## config.mk

```make
export PLATFORM = sky130hd
export DESIGN_NAME = triangular_rcond_estimate
export DESIGN_NICKNAME = d
export VERILOG_FILES = /design/src/hw/rtl/tre_pkg.sv /design/src/hw/rtl/triangular_rcond_estimate.sv /design/src/hw/rtl/tre_ctrl.sv /design/src/hw/rtl/tre_dpath.sv
export VERILOG_INCLUDE_DIRS = /design/src /design/src/hw/rtl
export SDC_FILE = /design/constraint.sdc
export NUM_CORES = 2
export LEC_CHECK = 0
export BUFFER_PORTS_ARGS = -buffer_cell sky130_fd_sc_hd__buf_2
export CELL_PAD_IN_SITES_DETAIL_PLACEMENT = 0
export CELL_PAD_IN_SITES_GLOBAL_PLACEMENT = 1
export CORE_ASPECT_RATIO = 0.8
export CORE_MARGIN = 2
export CORE_UTILIZATION = 35
export DETAILED_ROUTE_END_ITERATION = 12
export PLACE_DENSITY = 0.58
export SLEW_MARGIN = 20
export SYNTH_ARGS = -nofsm -noshare
export SYNTH_HDL_FRONTEND = slang
export SYNTH_SLANG_ARGS = --single-unit
```

## constraint.sdc

```tcl
create_clock -name clk -period 8.73 [get_ports clk]
set_input_delay 1.746 -clock clk [delete_from_list [all_inputs] [get_ports clk]]
set_output_delay 1.746 -clock clk [all_outputs]
set_load 0.005 [all_outputs]
```

## src/hw/rtl/assert_macros.svh

```systemverilog
// assertion helpers, disabled in synthesis
`ifndef ASSERT_MACROS_SVH
`define ASSERT_MACROS_SVH

`ifndef SYNTHESIS

`define TRE_ASSERT(lbl, prop, msg) \
	lbl: assert property (@(posedge clk) disable iff (!arst_n) prop) else $error(msg);

`define TRE_ASSERT_NEXT(lbl, pre, post, msg) \
	lbl: assert property (@(posedge clk) disable iff (!arst_n) (pre) |=> (post)) else $error(msg);

`else

`define TRE_ASSERT(lbl, prop, msg)

`define TRE_ASSERT_NEXT(lbl, pre, post, msg)

`endif

`endif

```

## src/hw/rtl/tre_pkg.sv

```systemverilog
`default_nettype none

package tre_pkg;

	localparam int MAX_ORDER = 64;
	localparam int SUM_WIDTH = 40;
	localparam int LINE_W    = $clog2(MAX_ORDER);
	localparam int ORDER_W   = 7;
	localparam int CNT_W     = $clog2(MAX_ORDER + 1);
	localparam int MAG_W     = 32;
	localparam int NUM_W     = MAG_W + 16;
	localparam int DCNT_W    = $clog2(NUM_W + 1);
	localparam int Q_W       = 17;

	localparam logic [NUM_W-1:0] UNIT_NUM = NUM_W'(64'h1_0000_0000);
	localparam logic [Q_W-1:0]   Q_ONE    = Q_W'(65536);

	localparam logic [1:0] CFG_NORM_MODE = 2'd0;
	localparam logic [1:0] CFG_UPPER     = 2'd1;
	localparam logic [1:0] CFG_UNIT_DIAG = 2'd2;
	localparam logic [1:0] CFG_ORDER     = 2'd3;

	localparam logic [1:0] MODE_ONE_NORM = 2'd0;
	localparam logic [1:0] MODE_INF_NORM = 2'd1;

	typedef enum logic [2:0] {
		ST_IDLE,
		ST_DRAIN,
		ST_SCAN,
		ST_PREP,
		ST_DIV,
		ST_PUT
	} state_t;

	typedef struct packed {
		logic accept;
		logic scan_init;
		logic scan_step;
		logic prep;
		logic div_step;
		logic load_out;
		logic clear;
	} cmd_t;

	typedef struct packed {
		logic scan_done;
		logic div_done;
		logic out_free;
	} status_t;

endpackage

`default_nettype wire

```

## src/hw/rtl/triangular_rcond_estimate.sv

```systemverilog
`default_nettype none
`include "assert_macros.svh"

// Reciprocal condition estimate of a triangular matrix. Elements stream in one
// per cycle while in_stall is low (Q16.16, tagged with row and column); each
// goes through a read-modify-write of the 64-entry sum store (registered read,
// then add and write back), with forwarding between back to back elements to
// the same entry. After the transaction carrying last_element the input stalls
// while the block drains the pipeline, scans the sum store for the largest sum
// one entry per cycle, sets up the divide and runs a restoring divider that
// produces one quotient bit per cycle, then loads the result register once the
// previous result is no longer stalled. The sum store is cleared by per-entry
// valid bits, so no clearing pass is needed after reset or between matrices.
module triangular_rcond_estimate (
	input  logic                        clk,
	input  logic                        arst_n,
	input  logic                        cfg_write,
	input  logic [1:0]                  cfg_index,
	input  logic [tre_pkg::ORDER_W-1:0] cfg_data,
	input  logic                        in_valid,
	output logic                        in_stall,
	input  logic signed [31:0]          element_value,
	input  logic [5:0]                  row_index,
	input  logic [5:0]                  col_index,
	input  logic                        last_element,
	output logic                        out_valid,
	input  logic                        out_stall,
	output logic [tre_pkg::Q_W-1:0]     recip_cond,
	output logic                        singular_flag
);

	tre_pkg::cmd_t    cmd;
	tre_pkg::status_t status;

	tre_ctrl u_ctrl (
		.clk          (clk),
		.arst_n       (arst_n),
		.in_valid     (in_valid),
		.last_element (last_element),
		.status       (status),
		.cmd          (cmd),
		.in_stall     (in_stall)
	);

	tre_dpath u_dpath (
		.clk           (clk),
		.arst_n        (arst_n),
		.cmd           (cmd),
		.status        (status),
		.cfg_write     (cfg_write),
		.cfg_index     (cfg_index),
		.cfg_data      (cfg_data),
		.element_value (element_value),
		.row_index     (row_index),
		.col_index     (col_index),
		.recip_cond    (recip_cond),
		.singular_flag (singular_flag),
		.out_valid     (out_valid),
		.out_stall     (out_stall)
	);

	`TRE_ASSERT(a_sing_zero, (out_valid && singular_flag) |-> (recip_cond == '0), "singular result not zero")
	`TRE_ASSERT(a_clamp, out_valid |-> (recip_cond <= tre_pkg::Q_ONE), "result above one")
	`TRE_ASSERT_NEXT(a_last_stalls, in_valid && !in_stall && last_element, in_stall, "input open after last element")
	`TRE_ASSERT(a_load_idle, cmd.load_out |-> !cmd.accept, "result load during element transaction")

endmodule

`default_nettype wire

```

## src/hw/rtl/tre_ctrl.sv

```systemverilog
`default_nettype none

module tre_ctrl (
	input  logic             clk,
	input  logic             arst_n,
	input  logic             in_valid,
	input  logic             last_element,
	input  tre_pkg::status_t status,
	output tre_pkg::cmd_t    cmd,
	output logic             in_stall
);

	tre_pkg::state_t state_q, state_next;

	always_ff @(posedge clk or negedge arst_n) begin
		if (!arst_n) begin
			state_q <= tre_pkg::ST_IDLE;
		end else begin
			state_q <= state_next;
		end
	end

	always_comb begin
		state_next = state_q;
		case (state_q)
			tre_pkg::ST_IDLE: begin
				if (in_valid && last_element) state_next = tre_pkg::ST_DRAIN;
			end
			tre_pkg::ST_DRAIN: state_next = tre_pkg::ST_SCAN;
			tre_pkg::ST_SCAN: begin
				if (status.scan_done) state_next = tre_pkg::ST_PREP;
			end
			tre_pkg::ST_PREP: state_next = tre_pkg::ST_DIV;
			tre_pkg::ST_DIV: begin
				if (status.div_done) state_next = tre_pkg::ST_PUT;
			end
			tre_pkg::ST_PUT: begin
				if (status.out_free) state_next = tre_pkg::ST_IDLE;
			end
			default: state_next = tre_pkg::ST_IDLE;
		endcase
	end

	always_comb begin
		cmd = '0;
		in_stall = 1'b1;
		case (state_q)
			tre_pkg::ST_IDLE: begin
				in_stall = 1'b0;
				cmd.accept = in_valid;
			end
			tre_pkg::ST_DRAIN: cmd.scan_init = 1'b1;
			tre_pkg::ST_SCAN: cmd.scan_step = 1'b1;
			tre_pkg::ST_PREP: cmd.prep = 1'b1;
			tre_pkg::ST_DIV: cmd.div_step = !status.div_done;
			tre_pkg::ST_PUT: begin
				cmd.load_out = status.out_free;
				cmd.clear = status.out_free;
			end
			default: in_stall = 1'b1;
		endcase
	end

endmodule

`default_nettype wire

```

## src/hw/rtl/tre_dpath.sv

```systemverilog
`default_nettype none

module tre_dpath (
	input  logic                         clk,
	input  logic                         arst_n,
	input  tre_pkg::cmd_t                cmd,
	output tre_pkg::status_t             status,
	input  logic                         cfg_write,
	input  logic [1:0]                   cfg_index,
	input  logic [tre_pkg::ORDER_W-1:0]  cfg_data,
	input  logic signed [31:0]           element_value,
	input  logic [5:0]                   row_index,
	input  logic [5:0]                   col_index,
	output logic [tre_pkg::Q_W-1:0]      recip_cond,
	output logic                         singular_flag,
	output logic                         out_valid,
	input  logic                         out_stall
);

	localparam int SW = tre_pkg::SUM_WIDTH;
	localparam int LW = tre_pkg::LINE_W;
	localparam int MW = tre_pkg::MAG_W;
	localparam int NW = tre_pkg::NUM_W;
	localparam int QW = tre_pkg::Q_W;

	logic [1:0]                  norm_mode_q;
	logic                        upper_q;
	logic                        unit_diag_q;
	logic [tre_pkg::ORDER_W-1:0] order_q;
	logic [tre_pkg::ORDER_W-1:0] n_eff;

	logic [SW-1:0] sum_mem [tre_pkg::MAX_ORDER];
	logic [SW-1:0] rd_data_q;
	logic [LW-1:0] rd_addr;
	logic [tre_pkg::MAX_ORDER-1:0] vld_q;

	logic [MW-1:0] raw, mag;
	logic          in_range, in_tri, use_elem, add_in;
	logic [LW-1:0] line_in;

	logic          add_s1;
	logic [LW-1:0] line_s1;
	logic [MW-1:0] mag_s1;
	logic          fwd_q;
	logic [SW-1:0] fwd_data_q;
	logic [SW-1:0] base_sum;
	logic [SW:0]   wide_sum;
	logic [SW-1:0] new_sum;

	logic [MW-1:0] min_q;

	logic [tre_pkg::CNT_W-1:0] cnt_q;
	logic          sv_s1, sval_s1;
	logic [SW-1:0] max_q;

	logic [SW-1:0] norm_q;
	logic          sing_q;
	logic [NW-1:0] num_q;
	logic [SW-1:0] rem_q;
	logic [tre_pkg::DCNT_W-1:0] dcnt_q;
	logic [QW-1:0] q_q;
	logic          over_q;
	logic [SW:0]   trial, diff;
	logic          ge;

	assign n_eff = (order_q > tre_pkg::ORDER_W'(tre_pkg::MAX_ORDER)) ?
		tre_pkg::ORDER_W'(tre_pkg::MAX_ORDER) : order_q;

	always_ff @(posedge clk or negedge arst_n) begin
		if (!arst_n) begin
			norm_mode_q <= tre_pkg::MODE_ONE_NORM;
			upper_q <= 1'b1;
			unit_diag_q <= 1'b0;
			order_q <= tre_pkg::ORDER_W'(64);
		end else if (cfg_write) begin
			case (cfg_index)
				tre_pkg::CFG_NORM_MODE: norm_mode_q <= cfg_data[1:0];
				tre_pkg::CFG_UPPER: upper_q <= cfg_data[0];
				tre_pkg::CFG_UNIT_DIAG: unit_diag_q <= cfg_data[0];
				tre_pkg::CFG_ORDER: order_q <= cfg_data;
				default: order_q <= order_q;
			endcase
		end
	end

	// element decode
	assign raw = element_value;
	assign mag = raw[MW-1] ? MW'(0 - raw) : raw;
	assign in_range = ({1'b0, row_index} < n_eff) && ({1'b0, col_index} < n_eff);
	assign in_tri = upper_q ? (row_index <= col_index) : (row_index >= col_index);
	assign use_elem = cmd.accept && in_range && in_tri;
	assign add_in = use_elem && (norm_mode_q == tre_pkg::MODE_ONE_NORM ||
		norm_mode_q == tre_pkg::MODE_INF_NORM);
	assign line_in = (norm_mode_q == tre_pkg::MODE_ONE_NORM) ? col_index : row_index;
	assign rd_addr = cmd.scan_step ? cnt_q[LW-1:0] : line_in;

	// saturating accumulate
	assign base_sum = fwd_q ? fwd_data_q : (vld_q[line_s1] ? rd_data_q : '0);
	assign wide_sum = {1'b0, base_sum} + (SW + 1)'(mag_s1);
	assign new_sum = wide_sum[SW] ? '1 : wide_sum[SW-1:0];

	always_ff @(posedge clk) begin
		if (add_s1) sum_mem[line_s1] <= new_sum;
		rd_data_q <= sum_mem[rd_addr];
	end

	always_ff @(posedge clk or negedge arst_n) begin
		if (!arst_n) begin
			vld_q <= '0;
			add_s1 <= 1'b0;
			fwd_q <= 1'b0;
			min_q <= '1;
		end else begin
			add_s1 <= add_in;
			fwd_q <= add_in && add_s1 && (line_in == line_s1);
			if (cmd.clear) begin
				vld_q <= '0;
				min_q <= '1;
			end else begin
				if (add_s1) vld_q[line_s1] <= 1'b1;
				if (use_elem && row_index == col_index && mag < min_q) min_q <= mag;
			end
		end
	end

	always_ff @(posedge clk) begin
		line_s1 <= line_in;
		mag_s1 <= mag;
		fwd_data_q <= new_sum;
	end

	// max scan
	assign status.scan_done = (cnt_q >= n_eff);

	always_ff @(posedge clk or negedge arst_n) begin
		if (!arst_n) begin
			cnt_q <= '0;
			sv_s1 <= 1'b0;
		end else begin
			sv_s1 <= cmd.scan_step && !status.scan_done;
			if (cmd.scan_init) cnt_q <= '0;
			else if (cmd.scan_step && !status.scan_done) cnt_q <= cnt_q + 1'b1;
		end
	end

	always_ff @(posedge clk) begin
		sval_s1 <= vld_q[cnt_q[LW-1:0]];
		if (cmd.scan_init) max_q <= '0;
		else if (sv_s1 && sval_s1 && rd_data_q > max_q) max_q <= rd_data_q;
	end

	// restoring divide, one quotient bit per cycle
	assign trial = {rem_q, num_q[NW-1]};
	assign ge = trial >= {1'b0, norm_q};
	assign diff = trial - {1'b0, norm_q};
	assign status.div_done = (dcnt_q == tre_pkg::DCNT_W'(NW));

	always_ff @(posedge clk) begin
		if (cmd.prep) begin
			norm_q <= (norm_mode_q == tre_pkg::MODE_ONE_NORM ||
				norm_mode_q == tre_pkg::MODE_INF_NORM) ? max_q : '0;
			num_q <= unit_diag_q ? tre_pkg::UNIT_NUM : {min_q, 16'b0};
			rem_q <= '0;
			dcnt_q <= '0;
			q_q <= '0;
			over_q <= 1'b0;
		end else if (cmd.div_step) begin
			rem_q <= ge ? diff[SW-1:0] : trial[SW-1:0];
			num_q <= {num_q[NW-2:0], 1'b0};
			q_q <= {q_q[QW-2:0], ge};
			over_q <= over_q | q_q[QW-1];
			dcnt_q <= dcnt_q + 1'b1;
		end
	end

	always_ff @(posedge clk) begin
		if (cmd.div_step && dcnt_q == '0) begin
			sing_q <= (norm_q == '0) || (!unit_diag_q && num_q == '0);
		end
	end

	// result register
	assign status.out_free = !out_valid || !out_stall;

	always_ff @(posedge clk or negedge arst_n) begin
		if (!arst_n) begin
			out_valid <= 1'b0;
		end else if (cmd.load_out) begin
			out_valid <= 1'b1;
		end else if (!out_stall) begin
			out_valid <= 1'b0;
		end
	end

	always_ff @(posedge clk) begin
		if (cmd.load_out) begin
			singular_flag <= sing_q;
			if (sing_q) recip_cond <= '0;
			else if (over_q || q_q > tre_pkg::Q_ONE) recip_cond <= tre_pkg::Q_ONE;
			else recip_cond <= q_q;
		end
	end

endmodule

`default_nettype wire
```

Yosys cells after proc, flatten, opt, wreduce, memory -nomap -nowiden
Memories as Yosys holds them, arrays and structs flattened. A register that Yosys moved wholly into a read port is not among the register bits.
Index checks and enable logic that the tools add are counted.
{ "word_totals": {"reg_bits": 411, "mem_bits_rw": 2560, "in_bits": 59, "word_cells": 146, "mem_count": 1} }
{ "memory_table": {"columns": ["name", "words", "word_bits", "rd", "rd_clocked_by_memory_dff", "write_ports", "line", "text"], "rows": [
  ["u_dpath.sum_mem", 64, 40, 1, 1, 1, "tre_dpath.sv:32", "logic [SW-1:0] sum_mem [tre_pkg::MAX_ORDER];"]
]} }
{ "classes": {"add_sub_neg": 5, "order_cmp": 13, "n_eq_ne": 17, "muxes": 41, "n_bitwise": 2, "n_reduce_logical": 40} }
{ "ops": {"columns": ["cell", "count"], "rows": [
  ["40-bit two-way mux", 4],
  ["48-bit two-way mux", 3],
  ["64-bit two-way mux", 2],
  ["32-bit two-way mux", 3],
  ["64-bit bitwise OR", 1],
  ["48-bit logical NOT", 1],
  ["40-bit by 32-bit adder with 41-bit output", 1],
  ["41-bit by 40-bit >= comparator with 1-bit output", 1],
  ["40-bit greater-than comparator", 1],
  ["40-bit logical NOT", 1],
  ["40-bit subtractor", 1],
  ["32-bit less-than comparator", 1],
  ["1-bit by 32-bit subtractor with 32-bit output, first input constant", 1],
  ["7-bit two-way mux", 3],
  ["3-bit case mux with 6 select lines", 1],
  ["17-bit greater-than comparator, second input constant", 1],
  ["17-bit two-way mux", 1],
  ["1-bit logical AND", 15],
  ["6-bit by 7-bit less-than comparator with 1-bit output", 2],
  ["6-bit by 7-bit less-than comparator with 1-bit output, second input constant", 2],
  ["1-bit two-way mux", 14],
  ["1-bit binary-select mux with 6-bit select", 2],
  ["6-bit == test", 2],
  ["3-bit two-way mux", 4],
  ["other kinds (27)", 50]
]} }

Depth between registers and ports, before layout
{ "depth": {"depth_word": 10, "ltp_mapped": 25} }

Cells and area by module
A second synthesis with hierarchy kept.
{ "hier_totals": {"cells_unflattened": 6774, "area_unflattened_um2": 121944.5} }
{ "modules_own_cells": {"columns": ["mod", "n_inst", "cells_per_inst", "area_each_um2", "seq_area_each_um2"], "rows": [
  ["tre_dpath", 1, 6752, 121755.5, 87066.0],
  ["tre_ctrl", 1, 22, 188.9, 75.1]
]} }

Worst setup path after synthesis
No wires, ideal clock.
{ "synth_path": {"kind": "reg2reg", "start": "register u_dpath.line_s1[0]", "end": "memory u_dpath.sum_mem[0][37] in the netlist's numbering (data pin)", "t_arrival_ns": 7.128, "t_required_ns": 8.022, "setup_slack_ns": 0.894, "path_stages_with_launch": 22, "n_path_buf": 3, "period_less_slack_ns": 7.836, "path_cell_list": "dfxtp_1 > buf_2 > mux4_2 > mux2i_1 > nor2_1 > nor4_1 > nand3_1 > clkbuf_1 > clkbuf_1 > nand2_1 > o21ai_0 > ha_1 > or4_1 > or2_0 > o221ai_1 > o31ai_1 > a21oi_1 > o21ai_0 > o41ai_2 > nor4b_1 > xor2_1 > o21ai_0"} }
{ "synth_via": {"elab_chain_cells": 6} }
{ "synth_rtl": {"columns": ["item", "line", "text"], "rows": [
  ["from (decl)", "tre_dpath.sv:42", "logic [LW-1:0] line_s1;"],
  ["from (signal assigned)", "tre_dpath.sv:127", "line_s1 <= line_in;"],
  ["1-bit binary-select mux with 6-bit select", "tre_dpath.sv:98", "assign base_sum = fwd_q ? fwd_data_q : (vld_q[line_s1] ? rd_data_q : '0);"],
  ["1-bit two-way mux (implied by the code)", "tre_dpath.sv:98", null],
  ["40-bit two-way mux (2 in series)", "tre_dpath.sv:98", null],
  ["40-bit by 32-bit adder with 41-bit output", "tre_dpath.sv:99", "assign wide_sum = {1'b0, base_sum} + (SW + 1)'(mag_s1);"],
  ["40-bit two-way mux", "tre_dpath.sv:100", "assign new_sum = wide_sum[SW] ? '1 : wide_sum[SW-1:0];"],
  ["net u_dpath.new_sum[37]", "tre_dpath.sv:48", "logic [SW-1:0] new_sum;"],
  ["to (decl)", "tre_dpath.sv:32", null]
]} }
The timed path passes the listed nets, and every way through them passes these cells. The select of a mux whose other input is x is not followed.

Final worst setup path
{ "layout_path": {"start": "register u_dpath.line_s1[0]", "end": "memory u_dpath.sum_mem[34][39] in the netlist's numbering (data pin)"} }
The elaborated chain is that of the path after synthesis.

==> impl_metrics.env <==
export IMPL_status="complete, no violations"
export IMPL_place_detailed_hpwl_um=212000
export IMPL_async_reset_ff_frac=0.0404
export IMPL_post_cts_resize_count=0
export IMPL_finalSetupViolations=0
export IMPL_hold_viol=0
export IMPL_die_h_um=532
export IMPL_dr_pass1_iters=6
export IMPL_peakVddDrop_mv=0.166
export IMPL_h_tree_depth=5
export IMPL_fin_crit_ns=7.79
export IMPL_reg2reg_from="u_dpath.line_s1[0]"
export IMPL_slowest_delay_ns=0.63
export IMPL_drcViolationCount=0
export IMPL_clock_power_share=0.332
export IMPL_required_ns=9.30
export IMPL_drv_cap=0
export IMPL_multi_input_area_um2=33300
export IMPL_wire_per_inst_um=31.6
export IMPL_synth_seq_cells=2995
export IMPL_routed_wl_um=376000
export IMPL_ios=79
export IMPL_synth_nets=7022
export IMPL_vias=66400
export IMPL_die_area_um2=353000
export IMPL_relSlewSlack=0.199
export IMPL_syn_area_um2=122000
export IMPL_cp_slowest_cell="nand3_1"
export IMPL_final_common_cell="edfxtp_1"
export IMPL_path_class="reg2reg"
export IMPL_portBuffers=78
export IMPL_worstMarginPinSlew_ns=1.20
export IMPL_synthCells=6791
export IMPL_rsz0062_at_grt="false"
export IMPL_grt_pass1_wl_um=521000
export IMPL_grt_pass1_vias=65400
export IMPL_path_max_fanout=65
export IMPL_crit_buf_inv=2
export IMPL_fillCellCount=30900
export IMPL_finalCritPeriodShare=0.892
export IMPL_antenna_found_initial=32
export IMPL_clock_sinks=2995
export IMPL_ys_seq_area_frac=0.716
export IMPL_avgViaCountPerCell=5.59
export IMPL_switching_share=0.298
export IMPL_drtIter0Drc=8649
export IMPL_initial_core_util=0.352
export IMPL_ant_nets=0
export IMPL_drv_slew=0
export IMPL_internal_power_mw=28.3
export IMPL_regArea_um2=87100
export IMPL_switchingPower_mw=12.0
export IMPL_syn_avg_cell_area_um2=17.9
export IMPL_die_w_um=663
export IMPL_p_leak_nw=45.7
export IMPL_cts_root_buf="clkbuf_16"
export IMPL_yosysWarnings=0
export IMPL_synth_edf_count=2651
export IMPL_hold_path_startpoint="u_dpath.dcnt_q[1]"
export IMPL_syn_to_final_growth_pct=14.4
export IMPL_min_path_type="reg2reg"
export IMPL_grt_max_degree=88
export IMPL_nets=7269
export IMPL_clk_latency_ns=0.90
export IMPL_clockBufferDepth=4
export IMPL_fin_setup_tns_ns=0
export IMPL_arrival_ns=8.35
export IMPL_path_clk_slew_ns=0.06
export IMPL_grt_usage=0.208
export IMPL_clock_fmax_mhz=128
export IMPL_ys_dominant_reg_cell="edfxtp_1"
export IMPL_cts_tree="built"
export IMPL_startpoint_type="register"
export IMPL_post_cts_setup_buffers=0
export IMPL_cts_buffers=314
export IMPL_finClkSkew_ns=0.0842
export IMPL_drive_gt1_frac=0.221
export IMPL_power_mw=40.3
export IMPL_mostFrequentLayoutCells="2651 x edfxtp_1, 668 x mux4_2, 338 x nand2_1"
export IMPL_critPathCaptureType="register"
export IMPL_hold_buffers=0
export IMPL_powerDensity_nw_per_um2=289
export IMPL_fp_row_count=193
export IMPL_overflow=0
export IMPL_gp_congestion=0.849
export IMPL_coreArea_um2=346000
export IMPL_yosysUniqueCellTypes=81
export IMPL_cp_top_family="compound AO/OA/AOI/OAI gates"
export IMPL_comb_power_share=0.234
export IMPL_crit_start="u_dpath.line_s1[0]"
export IMPL_p_seq_frac=0.434
export IMPL_cp_cell_sequence="buf_4 -> mux4_2 -> mux2i_1 -> nor2_1 -> nor4_1 -> nand3_1 -> nand2_1 -> o21ai_0 -> ha_1 -> nand3_1 -> o211ai_1 -> o221ai_1 -> o31ai_1 -> a21oi_1 -> o21ai_0 -> o41ai_2 -> nor4_1 -> nor2_1 -> a31oi_4 -> buf_4"
[logic make-up after synthesis]
| kind of cell | after synthesis | share of synthesized area |
|---|---|---|
| buffers and inverters | 522 | 0.0183 |
| multiplexers | 990 | 0.150 |
| flip-flops | 2995 | 0.716 |
| AO/OA/AOI/OAI | 903 | 0.0478 |
| XOR/XNOR | 108 | 0.00777 |
| adder cells (fa/ha/maj) | 172 | 0.0178 |
| AND/OR/NAND/NOR | 1101 | 0.0421 |
[area by class of cell]
type | instances | area share
Multi-Input combinational cell | 3274 | 0.239
Clock buffer | 404 | 0.0611
Clock inverter | 163 | 0.0117
Sequential cell | 2995 | 0.626
Timing Repair Buffer | 293 | 0.0167
Tap cell | 4582 | 0.0412
Antenna cell | 6 | 0.000108
Inverter | 160 | 0.00431
[worst paths after layout]
kind	endpoint	slack, ns	cells after the start
worst max-delay path	u_dpath.sum_mem[34][39]	0.94	20
worst min-delay path	u_dpath.dcnt_q[1]	0.48	2
worst max register to register	u_dpath.sum_mem[34][39]	0.94	20
worst min register to register	u_dpath.dcnt_q[1]	0.48	2
max in group asynchronous	u_dpath.fwd_q	6.44	2
min in group asynchronous	u_dpath.cnt_q[4]	0.88	1
[per-stage QoR]
stage / setup WS (ns) / cells / cell area (µm²) / hold slack (ns) / util
after global placement: 1.05 / 11300 / 129000 / 0.464 / 0.373
after CTS: 1.02 / 11900 / 139000 / 0.481 / 0.402
after detailed placement: 1.07 / 11300 / 129000 / 0.472 / 0.373
after global routing: 0.511 / 11900 / 139000 / 0.502 / 0.403
final: 0.942 / 11900 / 139000 / 0.477 / 0.403
after floorplan: 0.894 / 6791 / 122000 / 0.452 / -
[power by group through the flow]
stage	combinational [mW]	clock (mW)	sequential, mW
3_3_place_gp	9.34	0	17.8
6_report	9.43	13.4	17.5
5_1_grt	10.2	14.1	17.5
2_1_floorplan	6.54	0	17.4
3_5_place_dp	9.43	0	17.8
4_1_cts	9.46	13.6	17.5
[synth_stat cells, types with 6 or more instances]
master | instances | share of area
edfxtp_1 | 2651 | 0.65
mux4_2 | 668 | 0.12
nand2_1 | 365 | 0.011
nor2_1 | 338 | 0.010
mux2i_1 | 293 | 0.024
a21oi_1 | 279 | 0.011
dfxtp_1 | 223 | 0.037
a211oi_1 | 217 | 0.013
clkbuf_1 | 200 | 0.0062
ha_1 | 170 | 0.017
inv_1 | 159 | 0.0049
nor2b_1 | 146 | 0.0075
o21ai_0 | 139 | 0.0057
buf_2 | 98 | 0.0040
dfrtp_1 | 87 | 0.018
xnor2_1 | 78 | 0.0056
a21o_1 | 54 | 0.0033
o31ai_1 | 46 | 0.0028
nand3_1 | 45 | 0.0018
o211ai_1 | 45 | 0.0028
nand4_1 | 37 | 0.0019
a311oi_1 | 35 | 0.0025
buf_1 | 34 | 0.0010
dfstp_2 | 34 | 0.0073
nand2b_1 | 31 | 0.0016
nor4_1 | 31 | 0.0016
xor2_1 | 30 | 0.0022
mux2_2 | 28 | 0.0026
and2_1 | 23 | 0.0012
buf_4 | 20 | 0.0012
nor3_1 | 16 | 0.00066
a31oi_1 | 15 | 0.00077
and3_1 | 14 | 0.00072
buf_6 | 10 | 0.00092
o21ai_1 | 9 | 0.00037
or3_1 | 9 | 0.00046
nand3b_1 | 8 | 0.00049
nor3b_1 | 8 | 0.00049
or4_1 | 7 | 0.00043
o41ai_1 | 6 | 0.00043
[registers in the layout, indices dropped and copies added, names as in the netlist, 2 cells and up]
| signal | count |
|---|---|
| u_dpath.min_q | 32 |
| u_dpath.cnt_q | 7 |
| u_dpath.num_q | 32 |
| u_dpath.mag_s1 | 32 |
| u_dpath.vld_q | 64 |
| u_dpath.norm_mode_q | 2 |
| u_dpath.rem_q | 40 |
| u_dpath.rd_data_q | 40 |
| u_dpath.dcnt_q | 6 |
| u_dpath.sum_mem | 2560 |
| u_ctrl.state_q | 3 |
| u_dpath.q_q | 17 |
| u_dpath.recip_cond | 17 |
| u_dpath.line_s1 | 6 |
| u_dpath.max_q | 40 |
| u_dpath.norm_q | 40 |
| u_dpath.fwd_data_q | 40 |
| u_dpath.order_q | 7 |
[metal layers]
metal,GRT usage,up-vias,part of all wire
li1,-,27700,-
met1,0.308,35700,0.45
met2,0.315,2547,0.45
met3,0.0422,458,0.079
met4,0.0500,10,0.023
met5,0,-,0.00017
[worst register-to-register path, cell delays in order (launching register included)]
cell      delay (ns)
dfxtp_1         0.62
buf_4           0.39
mux4_2          0.56
mux2i_1         0.16
nor2_1          0.06
nor4_1          0.38
nand3_1         0.63
nand2_1         0.25
o21ai_0         0.11
ha_1            0.41
nand3_1         0.11
o211ai_1        0.34
o221ai_1        0.24
o31ai_1         0.56
a21oi_1         0.29
o21ai_0         0.63
o41ai_2         0.25
nor4_1          0.58
nor2_1          0.16
a31oi_4         0.16
buf_4           0.52
Note: power is estimated with default switching activity, not from simulation.
